File: config.mk
export PLATFORM = sky130hd
export DESIGN_NAME = note_to_pitch_rest_fill
export DESIGN_NICKNAME = d
export VERILOG_FILES = /design/src/sv/nprf_pkg.sv /design/src/sv/note_to_pitch_rest_fill.sv /design/src/sv/nprf_ctrl.sv /design/src/sv/nprf_dp.sv
export SDC_FILE = /design/constraint.sdc
export NUM_CORES = 1
export LEC_CHECK = 0
export BUFFER_PORTS_ARGS = -buffer_cell sky130_fd_sc_hd__buf_2
export CORE_MARGIN = 2
export CORE_UTILIZATION = 45
export DETAILED_ROUTE_END_ITERATION = 10
export PLACE_DENSITY = 0.62
export SYNTH_ARGS = -nofsm -noshare
export SYNTH_HDL_FRONTEND = slang
export SYNTH_SLANG_ARGS = --single-unit
export TNS_END_PERCENT = 10
File: constraint.sdc
create_clock -name clk -period 6.3 [get_ports clk]
set_input_delay 0.315 -clock clk [delete_from_list [all_inputs] [get_ports clk]]
set_output_delay 0.315 -clock clk [all_outputs]
set_load 0.1 [all_outputs]
File: src/sv/nprf_pkg.sv
// ----------------------------------------------------------------------------
// nprf_pkg
// Shared types, constants and tables for the note-to-pitch converter.
// ----------------------------------------------------------------------------
package nprf_pkg;

	localparam int MIDI_W     = 7;
	localparam int MIDI_FIX_W = 15;
	localparam int FREQ_W     = 22;
	localparam int OCT_W      = 5;
	localparam int LETTER_W   = 3;
	localparam int ACC_W      = 2;

	// accidental codes
	localparam logic [ACC_W-1:0] ACC_NATURAL = 2'd0;
	localparam logic [ACC_W-1:0] ACC_SHARP   = 2'd1;
	localparam logic [ACC_W-1:0] ACC_FLAT    = 2'd2;

	// result used for leading rests of a sequence that never has a note (160 Hz)
	localparam logic [MIDI_FIX_W-1:0] DEFAULT_MIDI_FIXED   = 15'd13181;
	localparam logic [MIDI_W-1:0]     DEFAULT_MIDI_ROUNDED = 7'd51;
	localparam logic [FREQ_W-1:0]     DEFAULT_FREQ_FIXED   = 22'd40960;

	localparam logic [MIDI_W-1:0] MIDI_MAX = 7'd127;

	// frequency of MIDI 0..11, scaled by 2^28
	localparam logic [31:0] FREQ_BASE [12] = '{
		32'd2194674310, 32'd2325176436, 32'd2463438621, 32'd2609922305,
		32'd2765116361, 32'd2929538736, 32'd3103738174, 32'd3288296050,
		32'd3483828309, 32'd3690987520, 32'd3910465059, 32'd4142993412
	};

	typedef logic [FREQ_W-1:0] freq_tab_t [128];

	// frequency per MIDI number, Hz with 8 fraction bits, rounded half up
	function automatic freq_tab_t build_freq_table();
		freq_tab_t   tab;
		logic [63:0] v;
		int          oct_idx;
		int          pc;
		for (int m = 0; m < 128; m++) begin
			oct_idx = m / 12;
			pc      = m % 12;
			v       = ({32'd0, FREQ_BASE[pc]} << oct_idx) + (64'd1 << 19);
			tab[m]  = v[FREQ_W+19:20];
		end
		return tab;
	endfunction

	localparam freq_tab_t FREQ_TABLE = build_freq_table();

	// pitch class of a natural letter; code 7 reads as B
	function automatic logic [3:0] letter_base(input logic [LETTER_W-1:0] letter);
		logic [3:0] pc;
		case (letter)
			3'd0:    pc = 4'd0;
			3'd1:    pc = 4'd2;
			3'd2:    pc = 4'd4;
			3'd3:    pc = 4'd5;
			3'd4:    pc = 4'd7;
			3'd5:    pc = 4'd9;
			default: pc = 4'd11;
		endcase
		return pc;
	endfunction

	// controller to datapath
	typedef struct packed {
		logic capture;
		logic emit_fill;
		logic emit_final;
	} ctrl_cmd_t;

	// datapath to controller
	typedef struct packed {
		logic slot_free;
		logic fill_start;
		logic final_start;
		logic cnt_one;
		logic tok_rest;
	} ctrl_stat_t;

endpackage

File: src/sv/note_to_pitch_rest_fill.sv
// ----------------------------------------------------------------------------
// note_to_pitch_rest_fill
// Note/rest token stream to MIDI pitch and frequency, with rest filling.
// ----------------------------------------------------------------------------
// Each token is accepted by the sequencer in its idle state, and every result
// it causes is then loaded into the single output register: a note or a rest
// after a note gives one result, a leading rest that ends no sequence gives
// none and is held, and a note released after k held leading rests (or a
// rest-only sequence end with k rests) gives k + 1 (or k) results, each loaded
// only while the output register is free. The sequencer loads the output
// register at most once per cycle and accepts the next token as soon as the
// last result of the current one is loaded, even if that result has not yet
// been taken. Frequencies come from a 128-entry constant table; a sequence
// that ends without a note releases its rests at 160 Hz.
module note_to_pitch_rest_fill #(
	parameter int MAX_LEADING_RESTS = 63
) (
	input  logic                                clk,
	input  logic                                arst_n,
	input  logic                                in_valid,
	output logic                                in_ready,
	input  logic                                is_rest,
	input  logic [nprf_pkg::LETTER_W-1:0]       note_letter,
	input  logic [nprf_pkg::ACC_W-1:0]          accidental,
	input  logic signed [nprf_pkg::OCT_W-1:0]   octave,
	input  logic                                last_token,
	output logic                                out_valid,
	input  logic                                out_ready,
	output logic [nprf_pkg::MIDI_FIX_W-1:0]     midi_fixed,
	output logic [nprf_pkg::MIDI_W-1:0]         midi_rounded,
	output logic [nprf_pkg::FREQ_W-1:0]         freq_fixed,
	output logic                                from_rest,
	output logic                                range_error,
	output logic                                count_overflow,
	output logic                                last_of_run,
	output logic                                end_of_sequence
);

	nprf_pkg::ctrl_cmd_t  cmd;
	nprf_pkg::ctrl_stat_t stat;

	nprf_ctrl u_ctrl (
		.clk      (clk),
		.arst_n   (arst_n),
		.in_valid (in_valid),
		.in_ready (in_ready),
		.stat     (stat),
		.cmd      (cmd)
	);

	nprf_dp #(
		.MAX_LEADING_RESTS (MAX_LEADING_RESTS)
	) u_dp (
		.clk             (clk),
		.arst_n          (arst_n),
		.cmd             (cmd),
		.stat            (stat),
		.is_rest         (is_rest),
		.note_letter     (note_letter),
		.accidental      (accidental),
		.octave          (octave),
		.last_token      (last_token),
		.out_valid       (out_valid),
		.out_ready       (out_ready),
		.midi_fixed      (midi_fixed),
		.midi_rounded    (midi_rounded),
		.freq_fixed      (freq_fixed),
		.from_rest       (from_rest),
		.range_error     (range_error),
		.count_overflow  (count_overflow),
		.last_of_run     (last_of_run),
		.end_of_sequence (end_of_sequence)
	);

endmodule

File: src/sv/nprf_ctrl.sv
// ----------------------------------------------------------------------------
// nprf_ctrl
// Sequencer: takes a token, then issues the filled-rest and final results.
// ----------------------------------------------------------------------------
module nprf_ctrl (
	input  logic                clk,
	input  logic                arst_n,
	input  logic                in_valid,
	output logic                in_ready,
	input  nprf_pkg::ctrl_stat_t stat,
	output nprf_pkg::ctrl_cmd_t  cmd
);

	typedef enum logic [1:0] {
		S_IDLE,
		S_FILL,
		S_FINAL
	} state_t;

	state_t state_q;
	state_t state_nxt;

	always_comb begin
		cmd       = '0;
		state_nxt = state_q;
		in_ready  = (state_q == S_IDLE);
		case (state_q)
			S_IDLE: begin
				if (in_valid) begin
					cmd.capture = 1'b1;
					if (stat.fill_start) begin
						state_nxt = S_FILL;
					end else if (stat.final_start) begin
						state_nxt = S_FINAL;
					end
				end
			end
			S_FILL: begin
				if (stat.slot_free) begin
					cmd.emit_fill = 1'b1;
					// a rest-only sequence ends on its last filled rest
					if (stat.cnt_one) begin
						state_nxt = stat.tok_rest ? S_IDLE : S_FINAL;
					end
				end
			end
			S_FINAL: begin
				if (stat.slot_free) begin
					cmd.emit_final = 1'b1;
					state_nxt      = S_IDLE;
				end
			end
			default: begin
				state_nxt = S_IDLE;
			end
		endcase
	end

	always_ff @(posedge clk or negedge arst_n) begin
		if (!arst_n) begin
			state_q <= S_IDLE;
		end else begin
			state_q <= state_nxt;
		end
	end

endmodule

File: src/sv/nprf_dp.sv
// ----------------------------------------------------------------------------
// nprf_dp
// Datapath: token register, MIDI computation, sequence state, output register.
// ----------------------------------------------------------------------------
module nprf_dp #(
	parameter int MAX_LEADING_RESTS = 63
) (
	input  logic                                clk,
	input  logic                                arst_n,
	input  nprf_pkg::ctrl_cmd_t                 cmd,
	output nprf_pkg::ctrl_stat_t                stat,
	input  logic                                is_rest,
	input  logic [nprf_pkg::LETTER_W-1:0]       note_letter,
	input  logic [nprf_pkg::ACC_W-1:0]          accidental,
	input  logic signed [nprf_pkg::OCT_W-1:0]   octave,
	input  logic                                last_token,
	output logic                                out_valid,
	input  logic                                out_ready,
	output logic [nprf_pkg::MIDI_FIX_W-1:0]     midi_fixed,
	output logic [nprf_pkg::MIDI_W-1:0]         midi_rounded,
	output logic [nprf_pkg::FREQ_W-1:0]         freq_fixed,
	output logic                                from_rest,
	output logic                                range_error,
	output logic                                count_overflow,
	output logic                                last_of_run,
	output logic                                end_of_sequence
);

	localparam int PW = $clog2(MAX_LEADING_RESTS + 1);
	localparam logic [PW-1:0] PEND_MAX = PW'(MAX_LEADING_RESTS);

	// token register
	logic                        tok_rest_q;
	logic                        tok_last_q;
	logic [nprf_pkg::MIDI_W-1:0] midi_q;
	logic                        rerr_q;

	// sequence state
	logic [nprf_pkg::MIDI_W-1:0] prev_q;
	logic                        have_note_q;
	logic [PW-1:0]               pending_q;
	logic                        pend_ovf_q;
	logic [PW-1:0]               cnt_q;

	// output register
	logic                            out_valid_q;
	logic [nprf_pkg::MIDI_FIX_W-1:0] midi_fixed_q;
	logic [nprf_pkg::MIDI_W-1:0]     midi_rounded_q;
	logic [nprf_pkg::FREQ_W-1:0]     freq_fixed_q;
	logic                            from_rest_q;
	logic                            range_error_q;
	logic                            count_overflow_q;
	logic                            last_of_run_q;
	logic                            end_of_sequence_q;

	// MIDI number of the incoming token
	logic [3:0]                  pc_base;
	logic [3:0]                  pc;
	logic signed [9:0]           oct_x;
	logic signed [9:0]           midi_s;
	logic [nprf_pkg::MIDI_W-1:0] midi_c;
	logic                        rerr_c;

	always_comb begin
		pc_base = nprf_pkg::letter_base(note_letter);
		case (accidental)
			nprf_pkg::ACC_SHARP: pc = (pc_base == 4'd11) ? 4'd0 : pc_base + 4'd1;
			nprf_pkg::ACC_FLAT:  pc = (pc_base == 4'd0) ? 4'd11 : pc_base - 4'd1;
			default:             pc = pc_base;
		endcase
		oct_x  = $signed({{5{octave[nprf_pkg::OCT_W-1]}}, octave}) + 10'sd1;
		midi_s = (oct_x <<< 3) + (oct_x <<< 2) + $signed({6'd0, pc});
		if (midi_s > 10'sd127) begin
			midi_c = nprf_pkg::MIDI_MAX;
			rerr_c = 1'b1;
		end else if (midi_s < 10'sd0) begin
			midi_c = '0;
			rerr_c = 1'b1;
		end else begin
			midi_c = midi_s[nprf_pkg::MIDI_W-1:0];
			rerr_c = 1'b0;
		end
	end

	logic [PW-1:0] pend_inc;
	logic          pend_sat;
	logic          slot_free;
	logic          cnt_one;
	logic          finish_fill;
	logic          emit;
	logic          emit_eos;

	assign pend_sat    = (pending_q == PEND_MAX);
	assign pend_inc    = pend_sat ? pending_q : pending_q + PW'(1);
	assign slot_free   = !out_valid_q || out_ready;
	assign cnt_one     = (cnt_q == PW'(1));
	assign finish_fill = cmd.emit_fill && cnt_one && tok_rest_q;
	assign emit        = cmd.emit_fill || cmd.emit_final;
	assign emit_eos    = (cmd.emit_final && tok_last_q) || finish_fill;

	always_comb begin
		stat.slot_free   = slot_free;
		stat.fill_start  = !have_note_q && (is_rest ? last_token : (pending_q != '0));
		stat.final_start = !is_rest || have_note_q;
		stat.cnt_one     = cnt_one;
		stat.tok_rest    = tok_rest_q;
	end

	// token payload
	always_ff @(posedge clk) begin
		if (cmd.capture) begin
			midi_q <= midi_c;
			rerr_q <= rerr_c;
		end
	end

	// token flags and sequence state
	always_ff @(posedge clk or negedge arst_n) begin
		if (!arst_n) begin
			tok_rest_q  <= 1'b0;
			tok_last_q  <= 1'b0;
			prev_q      <= '0;
			have_note_q <= 1'b0;
			pending_q   <= '0;
			pend_ovf_q  <= 1'b0;
			cnt_q       <= '0;
		end else begin
			if (cmd.capture) begin
				tok_rest_q <= is_rest;
				tok_last_q <= last_token;
				// fill count: held rests for a note, held rests plus this one at the end
				cnt_q      <= is_rest ? pend_inc : pending_q;
			end else if (cmd.emit_fill) begin
				cnt_q <= cnt_q - PW'(1);
			end

			if ((cmd.emit_final || finish_fill) && tok_last_q) begin
				prev_q      <= '0;
				have_note_q <= 1'b0;
				pending_q   <= '0;
				pend_ovf_q  <= 1'b0;
			end else if (cmd.emit_final && !tok_rest_q) begin
				prev_q      <= midi_q;
				have_note_q <= 1'b1;
				pending_q   <= '0;
				pend_ovf_q  <= 1'b0;
			end else if (cmd.capture && is_rest && !have_note_q) begin
				pending_q <= pend_inc;
				if (pend_sat) begin
					pend_ovf_q <= 1'b1;
				end
			end
		end
	end

	// output register
	logic [nprf_pkg::MIDI_W-1:0] pitch_sel;
	logic                        use_default;

	always_comb begin
		use_default = cmd.emit_fill && tok_rest_q;
		if (cmd.emit_final && tok_rest_q) begin
			pitch_sel = prev_q;
		end else begin
			pitch_sel = midi_q;
		end
	end

	always_ff @(posedge clk or negedge arst_n) begin
		if (!arst_n) begin
			out_valid_q <= 1'b0;
		end else if (emit) begin
			out_valid_q <= 1'b1;
		end else if (out_ready) begin
			out_valid_q <= 1'b0;
		end
	end

	always_ff @(posedge clk) begin
		if (emit) begin
			if (use_default) begin
				midi_fixed_q   <= nprf_pkg::DEFAULT_MIDI_FIXED;
				midi_rounded_q <= nprf_pkg::DEFAULT_MIDI_ROUNDED;
				freq_fixed_q   <= nprf_pkg::DEFAULT_FREQ_FIXED;
			end else begin
				midi_fixed_q   <= {pitch_sel, 8'd0};
				midi_rounded_q <= pitch_sel;
				freq_fixed_q   <= nprf_pkg::FREQ_TABLE[pitch_sel];
			end
			from_rest_q       <= cmd.emit_fill || tok_rest_q;
			range_error_q     <= cmd.emit_final && !tok_rest_q && rerr_q;
			count_overflow_q  <= cmd.emit_fill && pend_ovf_q;
			last_of_run_q     <= cmd.emit_final || finish_fill;
			end_of_sequence_q <= emit_eos;
		end
	end

	assign out_valid       = out_valid_q;
	assign midi_fixed      = midi_fixed_q;
	assign midi_rounded    = midi_rounded_q;
	assign freq_fixed      = freq_fixed_q;
	assign from_rest       = from_rest_q;
	assign range_error     = range_error_q;
	assign count_overflow  = count_overflow_q;
	assign last_of_run     = last_of_run_q;
	assign end_of_sequence = end_of_sequence_q;

	// never overwrite a result that has not been taken
	assert property (@(posedge clk) disable iff (!arst_n)
		(out_valid_q && !out_ready) |-> !emit)
		else $error("result overwritten while stalled");

	assert property (@(posedge clk) disable iff (!arst_n)
		pending_q <= PEND_MAX)
		else $error("leading rest count above bound");

	assert property (@(posedge clk) disable iff (!arst_n)
		cmd.emit_fill |-> (cnt_q != '0))
		else $error("filled rest issued with empty count");

	// the end of a sequence leaves no note and no held rests behind
	assert property (@(posedge clk) disable iff (!arst_n)
		emit_eos |=> (!have_note_q && pending_q == '0 && !pend_ovf_q))
		else $error("sequence state not cleared at end of sequence");

endmodule
After elaboration in Yosys (flattened, before gate mapping)

Memory sizes are Yosys's and may differ from the RTL's. A register that Yosys moved wholly into a read port is not among the register bits.
Index checks and enable logic that the tools add are counted.

Flip-flop bits (word level): 54
Bits in read-only memories: 2816
Input bits: 16
Output and inout port bits: 51
Logic and storage cells: 118
Memories kept: 1

Memory list:

| memory          | words | bits a word | rd ports | clocked after Yosys merged registers in | wr ports | RTL line       | source |
|---|---|---|---|---|---|---|---|
| (no name shown) | 128   | 22          | 1        | 1                                       | 0        | nprf_dp.sv:188 | `freq_fixed_q <= nprf_pkg::FREQ_TABLE[pitch_sel];` |

Add/sub/neg operators: 7
Magnitude comparators: 2
Equality and inequality tests: 17
Muxes and demuxes: 39
Bitwise gates (word level): 1
Reductions and logical operators: 33

Operators with widths:

| operator              | number |
|---|---|
| $mux W6               | 7 |
| $mux W7               | 5 |
| $pmux W4 S6           | 1 |
| $mux W1               | 15 |
| $mux W2               | 7 |
| $logic_and A1 B1 Y1   | 12 |
| $add A10 B10 Y10      | 1 |
| $add A10 B5 Y10       | 1 |
| $gt A10 B8 Y1 const B | 1 |
| $lt A10 B1 Y1 const B | 1 |
| $mux W4               | 2 |
| $not A7 Y8            | 1 |
| $pmux W4 S2           | 1 |
| $add A5 B2 Y6 const B | 1 |
| $add A6 B1 Y6 const B | 1 |
| $eq A3 B2 Y1 const B  | 2 |
| $eq A3 B3 Y1 const B  | 2 |
| $eq A6 B1 Y1 const B  | 1 |
| $eq A6 B6 Y1 const B  | 1 |
| $logic_or A1 B1 Y1    | 6 |
| $ne A2 B1 Y1 const B  | 3 |
| $pmux W2 S3           | 1 |
| $reduce_bool A2 Y1    | 3 |
| $reduce_bool A3 Y1    | 2 |
| 16 further kinds      | 21 |

Logic depth before layout (Yosys ltp)

Depth after elaboration: 10
Mapped depth: 18
Gate-level depth less buffers: 18

Hierarchy

From an unflattened synthesis, not the netlist that was laid out.

Cells, all modules: 830
Area, all modules: 6869.1 µm²

Modules (own cells, without submodules):

| module    | instances | cells each | area an instance (µm²) | seq. area each (µm²) |
|---|---|---|---|---|
| nprf_dp   | 1         | 813        | 6736.5                 | 1891.8 |
| nprf_ctrl | 1         | 17         | 132.6                  | 50.0 |

Worst setup path after synthesis

OpenSTA, ideal clock, no wires.

Path kind: reg-to-reg
Start: reg u_dp.out_valid_q (netlist: u_dp.out_valid)
End: reg u_dp.freq_fixed_q (netlist bit u_dp.freq_fixed[6]), data pin
Setup time: 0.272 ns
Arrival: 3.988 ns
Required time: 6.028 ns
Setup slack: 2.041 ns
Cell stages (with the launch flop): 14
Buffers on the path: 3
Clock period less this slack: 4.259 ns
Cell sequence: dfrtp_1 nor2b_1 buf_2 nor3_4 buf_6 mux2i_1 inv_1 ha_1 buf_1 o21ai_1 a211oi_1 a211o_1 a221oi_1 or4b_1

Longest elaborated chain between the ends: 7
Elaborated cells on any way between the ends: 10
Those cells by class: 4 x mux; 1 x bitwise; 5 x reduce/logical

Ends and longest elaborated chain:

| element                          | RTL line        | source |
|---|---|---|
| from (decl)                      | nprf_dp.sv:46   | `logic out_valid_q;` |
| from (signal assigned)           | nprf_dp.sv:171  | `out_valid_q <= 1'b0;` |
| from (signal assigned)           | nprf_dp.sv:173  | `out_valid_q <= 1'b1;` |
| from (signal assigned)           | nprf_dp.sv:175  | `out_valid_q <= 1'b0;` |
| $logic_not A1 Y1                 | nprf_dp.sv:95   | `assign slot_free = !out_valid_q \|\| out_ready;` |
| $logic_or A1 B1 Y1               | nprf_dp.sv:95   |  |
| $mux W1                          | nprf_ctrl.sv:48 | `if (stat.slot_free) begin` |
| $mux W1                          | nprf_ctrl.sv:27 | `case (state_q)` |
| $logic_and A1 B1 Y1              | nprf_dp.sv:162  | `if (cmd.emit_final && tok_rest_q) begin` |
| $mux W7                          | nprf_dp.sv:162  |  |
| net u_dp.pitch_sel (one bit)     | nprf_dp.sv:157  | `logic [nprf_pkg::MIDI_W-1:0] pitch_sel;` |
| $not A7 Y8 (implied by the code) | nprf_dp.sv:188  |  |
| to (decl)                        | nprf_dp.sv:49   | `logic [nprf_pkg::FREQ_W-1:0] freq_fixed_q;` |

The timed path passes the listed nets, and every way through them passes these cells.
A chain may end at the register's enable or synchronous reset.

Final worst setup path

Start: reg u_dp.tok_rest_q
End: reg u_dp.freq_fixed_q (netlist bit u_dp.freq_fixed[9]), data pin

Longest elaborated chain between the ends: 3
Elaborated cells on any way between the ends: 4
Those cells by class: 1 x mux; 1 x bitwise; 2 x reduce/logical

Ends and longest elaborated chain:

| element                          | RTL line       | source |
|---|---|---|
| from (decl)                      | nprf_dp.sv:33  | `logic tok_rest_q;` |
| from (signal assigned)           | nprf_dp.sv:129 | `tok_rest_q <= is_rest;` |
| $logic_and A1 B1 Y1              | nprf_dp.sv:162 |  |
| $mux W7                          | nprf_dp.sv:162 |  |
| net u_dp.pitch_sel (one bit)     | nprf_dp.sv:157 |  |
| $not A7 Y8 (implied by the code) | nprf_dp.sv:188 |  |

The timed path passes the listed nets, and every way through them passes these cells.

==> metrics.csv <==
stage,metric,value,unit
place,gp_congestion,1.04,
status,status,finished clean,
logic_synthesis,synth_top_area_frac,0.194,
worst_setup_path,start_kind,flip-flop,
timing,setup_viol,0,
finish,synthToLayoutAreaGrowth,9.02,%
grt,use_met1,0.424,
logic_synthesis,synth_top_area_cell,edfxtp_1,
clock_network,root_buffer,clkbuf_16,
floorplan,die_w,126,um
clock_network,htree_levels,3,
timing,tightest_slew,1.20,ns
worst_setup_path,arrival,4.78,ns
worst_hold_path,min_from,last_token,
place,placed_area,6920,um^2
grt,grt_pass1_vias,6814,
logic_synthesis,synth_area_per_cell,7.98,um^2
clock_network,cts_buffer_depth,2,
worst_setup_path,end_kind,flip-flop,
timing,grt_setup_unrepaired,false,
finish,fin_area,7260,um^2
timing,relSlewSlack,0.190,
route,drtIter0Drc,1057,
logic_synthesis,yosysUniqueCellTypes,79,
clock_network,post-cts-setup-buffer-count,0,
floorplan,io_pins,67,
timing,hold_viol_final,0,
finish,n_fill_cell,1441,
grt,grt_use_met3,0.0824,
timing,fin_crit,4.68,ns
clock_network,clk_pin_slew,0.06,ns
worst_setup_path,crit_fanout,18,
grt,grt_max_degree,50,
place,place.port_buffers,64,
timing,fmax,214,MHz
timing,fin_crit_sh,0.743,
worst_setup_path,reg2reg_depth,11,
logic_synthesis,synth-seq-area-share,0.292,
grt,grt_busiest_layer,met2,
grt,grt_pass1_wl,40700,um
timing,clock_skew,0.0205,ns
route,routed_via_density,6.99,
grt,antenna_found_initial,0,
logic_synthesis,ys.flop_type,edfxtp_1,
floorplan,row_count,44,
grt,grt.total_usage,0.336,
route,drt-total-wl,26900,um
timing,slew_viol_final,0,
finish,nNetsFinal,895,
worst_setup_path,required,6.39,ns
route,drcViolationCount,0,
power_and_ir_drop,total_power,3.65,mW
timing,finalWorstSetupSlack,1.62,ns
finish,instances_no_fill,1037,
timing,setup_tns,0,ns
place,place_ws,1.76,ns
logic_synthesis,async_reset_ff_frac,0.377,
logic_synthesis,yosysWarnings,0,
clock_network,cts_made_buffers,9,
finish,fin_util,0.501,
worst_hold_path,hold_depth,3,
power_and_ir_drop,power.leakage,2.89,nW
logic_synthesis,syn_inst,834,
grt,met2_usage,0.522,
logic_synthesis,synth_seq_cells,69,
place,dp.cells,1020,
logic_synthesis,netlist_area,6660,um^2
worst_setup_path,reg2reg_from,u_dp.tok_rest_q$_DFFE_PN0P_,
route,ant_nets,0,
worst_setup_path,reg2reg_slack,1.62,ns
route,dr.pass1.iters,6,
logic_synthesis,yosys-top-cells-area,"edfxtp_1, dfrtp_1, o21ai_0, ha_1, a21oi_1",
power_and_ir_drop,p_per_area,503,nW/um^2
power_and_ir_drop,ir_worst_vdd,0.335,mV
grt,grt-ovfl-total,0,
clock_network,clkLatencyLatePin,0.36,ns
route,wl_per_cell,26.0,um
floorplan,start_util,0.460,
place,dp_hpwl,18700,um
clock_network,clkSinkCount,69,
route,vias,7253,
worst_hold_path,worst_hold_path_type,primary input to flip-flop,
finish,n_antenna_cell,0,
worst_hold_path,holdPathEnd,u_dp.tok_last_q$_DFFE_PN0P_,
worst_setup_path,crit_type,flip-flop to flip-flop,
floorplan,coreArea,14500,um^2
timing,worst_hold_slack,0.179,ns
floorplan,dieHeight,126,um
finish,final_layout_size_suffix_gt1_frac,0.150,
worst_setup_path,reg2reg_to,u_dp.freq_fixed[9]$_SDFFCE_PP0P_,
logic_synthesis,synth_edf_count,43,
floorplan,die-area,15800,um^2
clock_network,cts_tree,yes,
job,cap_violations,0,
[cell usage in the layout, fill, tap and decap left out, types with 5 or more instances in the layout]
master | Yosys | layout
o211ai_1 | 16 | 16
and2_1 | 6 | 6
o31ai_1 | 6 | 6
o21a_1 | 7 | 7
nand4_1 | 11 | 11
o22ai_1 | 11 | 11
a221oi_1 | 6 | 6
inv_1 | 31 | 31
o21ai_0 | 76 | 75
nor2_1 | 62 | 61
a211oi_1 | 10 | 10
mux2i_1 | 13 | 12
buf_2 | 21 | 64
a211o_1 | 5 | 5
a31oi_1 | 24 | 24
a21oi_1 | 72 | 72
edfxtp_1 | 43 | 43
a311oi_1 | 6 | 6
nor2b_1 | 6 | 6
a22o_1 | 8 | 8
a32oi_1 | 8 | 8
dfrtp_1 | 26 | 26
xnor2_1 | 15 | 15
nand3_1 | 36 | 36
ha_1 | 30 | 30
clkbuf_16 | 0 | 11
mux2_2 | 9 | 9
nor3_1 | 28 | 28
nand2b_1 | 11 | 11
nand2_1 | 79 | 78
o311ai_0 | 6 | 6
buf_4 | 19 | 14
o221ai_1 | 8 | 8
[cells by family after synthesis]
logic type      Yosys count  share of synthesized area
fa+ha+maj                31                     0.0594
flops                    69                      0.292
xor+xnor                 18                     0.0237
mux                      22                     0.0348
compound gates          313                      0.313
buf+inv                 113                     0.0818
simple gates            267                      0.195
other cells               1                   0.000563
[report_power, final]
part	switching, mW	internal (mW)
sequential	0.125	0.688
clock	0.227	0.329
combinational	1.85	0.432
[how the worst max path moves through the flow]
| stage | slack [ns] | end | from | cells past startpoint |
|---|---|---|---|---|
| 2_1_floorplan | 2.04 | u_dp.freq_fixed[6]$_SDFFCE_PP0P_ | u_dp.out_valid$_DFFE_PN0P_ | 13 |
| 3_3_place_gp | 1.81 | u_dp.freq_fixed[6]$_SDFFCE_PP0P_ | u_dp.tok_rest_q$_DFFE_PN0P_ | 11 |
| 3_5_place_dp | 1.76 | u_dp.freq_fixed[6]$_SDFFCE_PP0P_ | u_dp.tok_rest_q$_DFFE_PN0P_ | 11 |
| 4_1_cts | 1.75 | u_dp.freq_fixed[6]$_SDFFCE_PP0P_ | u_dp.tok_rest_q$_DFFE_PN0P_ | 11 |
| 5_1_grt | 1.33 | u_dp.freq_fixed[9]$_SDFFCE_PP0P_ | u_dp.tok_rest_q$_DFFE_PN0P_ | 11 |
| 6_report | 1.62 | u_dp.freq_fixed[9]$_SDFFCE_PP0P_ | u_dp.tok_rest_q$_DFFE_PN0P_ | 11 |
[worst max-delay path, stage by stage (launching register included)]
cell and delay, ns:
dfrtp_1 0.68, inv_2 0.23, nor3_4 0.66, mux2i_1 0.26, buf_4 0.19, inv_1 0.11, ha_1 0.76, o21ai_0 0.65
nand3b_1 0.30, a31oi_1 0.14, a221oi_1 0.33, a311oi_1 0.08
[per-layer routing]
layer | vias up | share of wire
met5 | - | 0
met4 | 0 | 0.068
met3 | 135 | 0.12
met2 | 570 | 0.44
met1 | 3373 | 0.37
li1 | 3175 | -
[state kept, by name, indices dropped and copies added (netlist names), 2 cells and up]
name	cells
u_dp.midi_fixed	8
u_dp.midi_q	7
u_dp.freq_fixed	22
u_ctrl.state_q	2
u_dp.pending_q	6
u_dp.cnt_q	6
u_dp.prev_q	7
[layout make-up]
type	count	area, um^2	share of cell area
Inverter	36	135	0.0186
Clock buffer	12	289	0.0398
Sequential cell	69	1940	0.268
Clock inverter	4	33.8	0.00466
Timing Repair Buffer	79	435	0.0600
Multi-Input combinational cell	653	4190	0.578
Tap cell	184	230	0.0317
[repair_timing]
action	in CTS	in global routing
endpoints found under the setup margin	0	0
hold buffers	1	0
hold endpoints to repair	26	0
gates resized for setup	0	0
[cells in the mapped netlist (4+ instances only)]
| cell | instances |
|---|---|
| a211o_1 | 5 |
| a211oi_1 | 10 |
| a21o_1 | 4 |
| a21oi_1 | 72 |
| a221oi_1 | 6 |
| a22o_1 | 8 |
| a311o_1 | 4 |
| a311oi_1 | 6 |
| a31oi_1 | 24 |
| a32oi_1 | 8 |
| and2_1 | 6 |
| buf_1 | 5 |
| buf_2 | 21 |
| buf_4 | 19 |
| clkbuf_1 | 29 |
| dfrtp_1 | 26 |
| edfxtp_1 | 43 |
| ha_1 | 30 |
| inv_1 | 31 |
| inv_2 | 4 |
| mux2_2 | 9 |
| mux2i_1 | 13 |
| nand2_1 | 79 |
| nand2b_1 | 11 |
| nand3_1 | 36 |
| nand4_1 | 11 |
| nor2_1 | 62 |
| nor2b_1 | 6 |
| nor3_1 | 28 |
| nor4_1 | 4 |
| o2111ai_1 | 4 |
| o211ai_1 | 16 |
| o21a_1 | 7 |
| o21ai_0 | 76 |
| o221ai_1 | 8 |
| o22ai_1 | 11 |
| o311ai_0 | 6 |
| o31ai_1 | 6 |
| or3_1 | 4 |
| xnor2_1 | 15 |
Note: power is estimated with default switching activity, not from simulation.
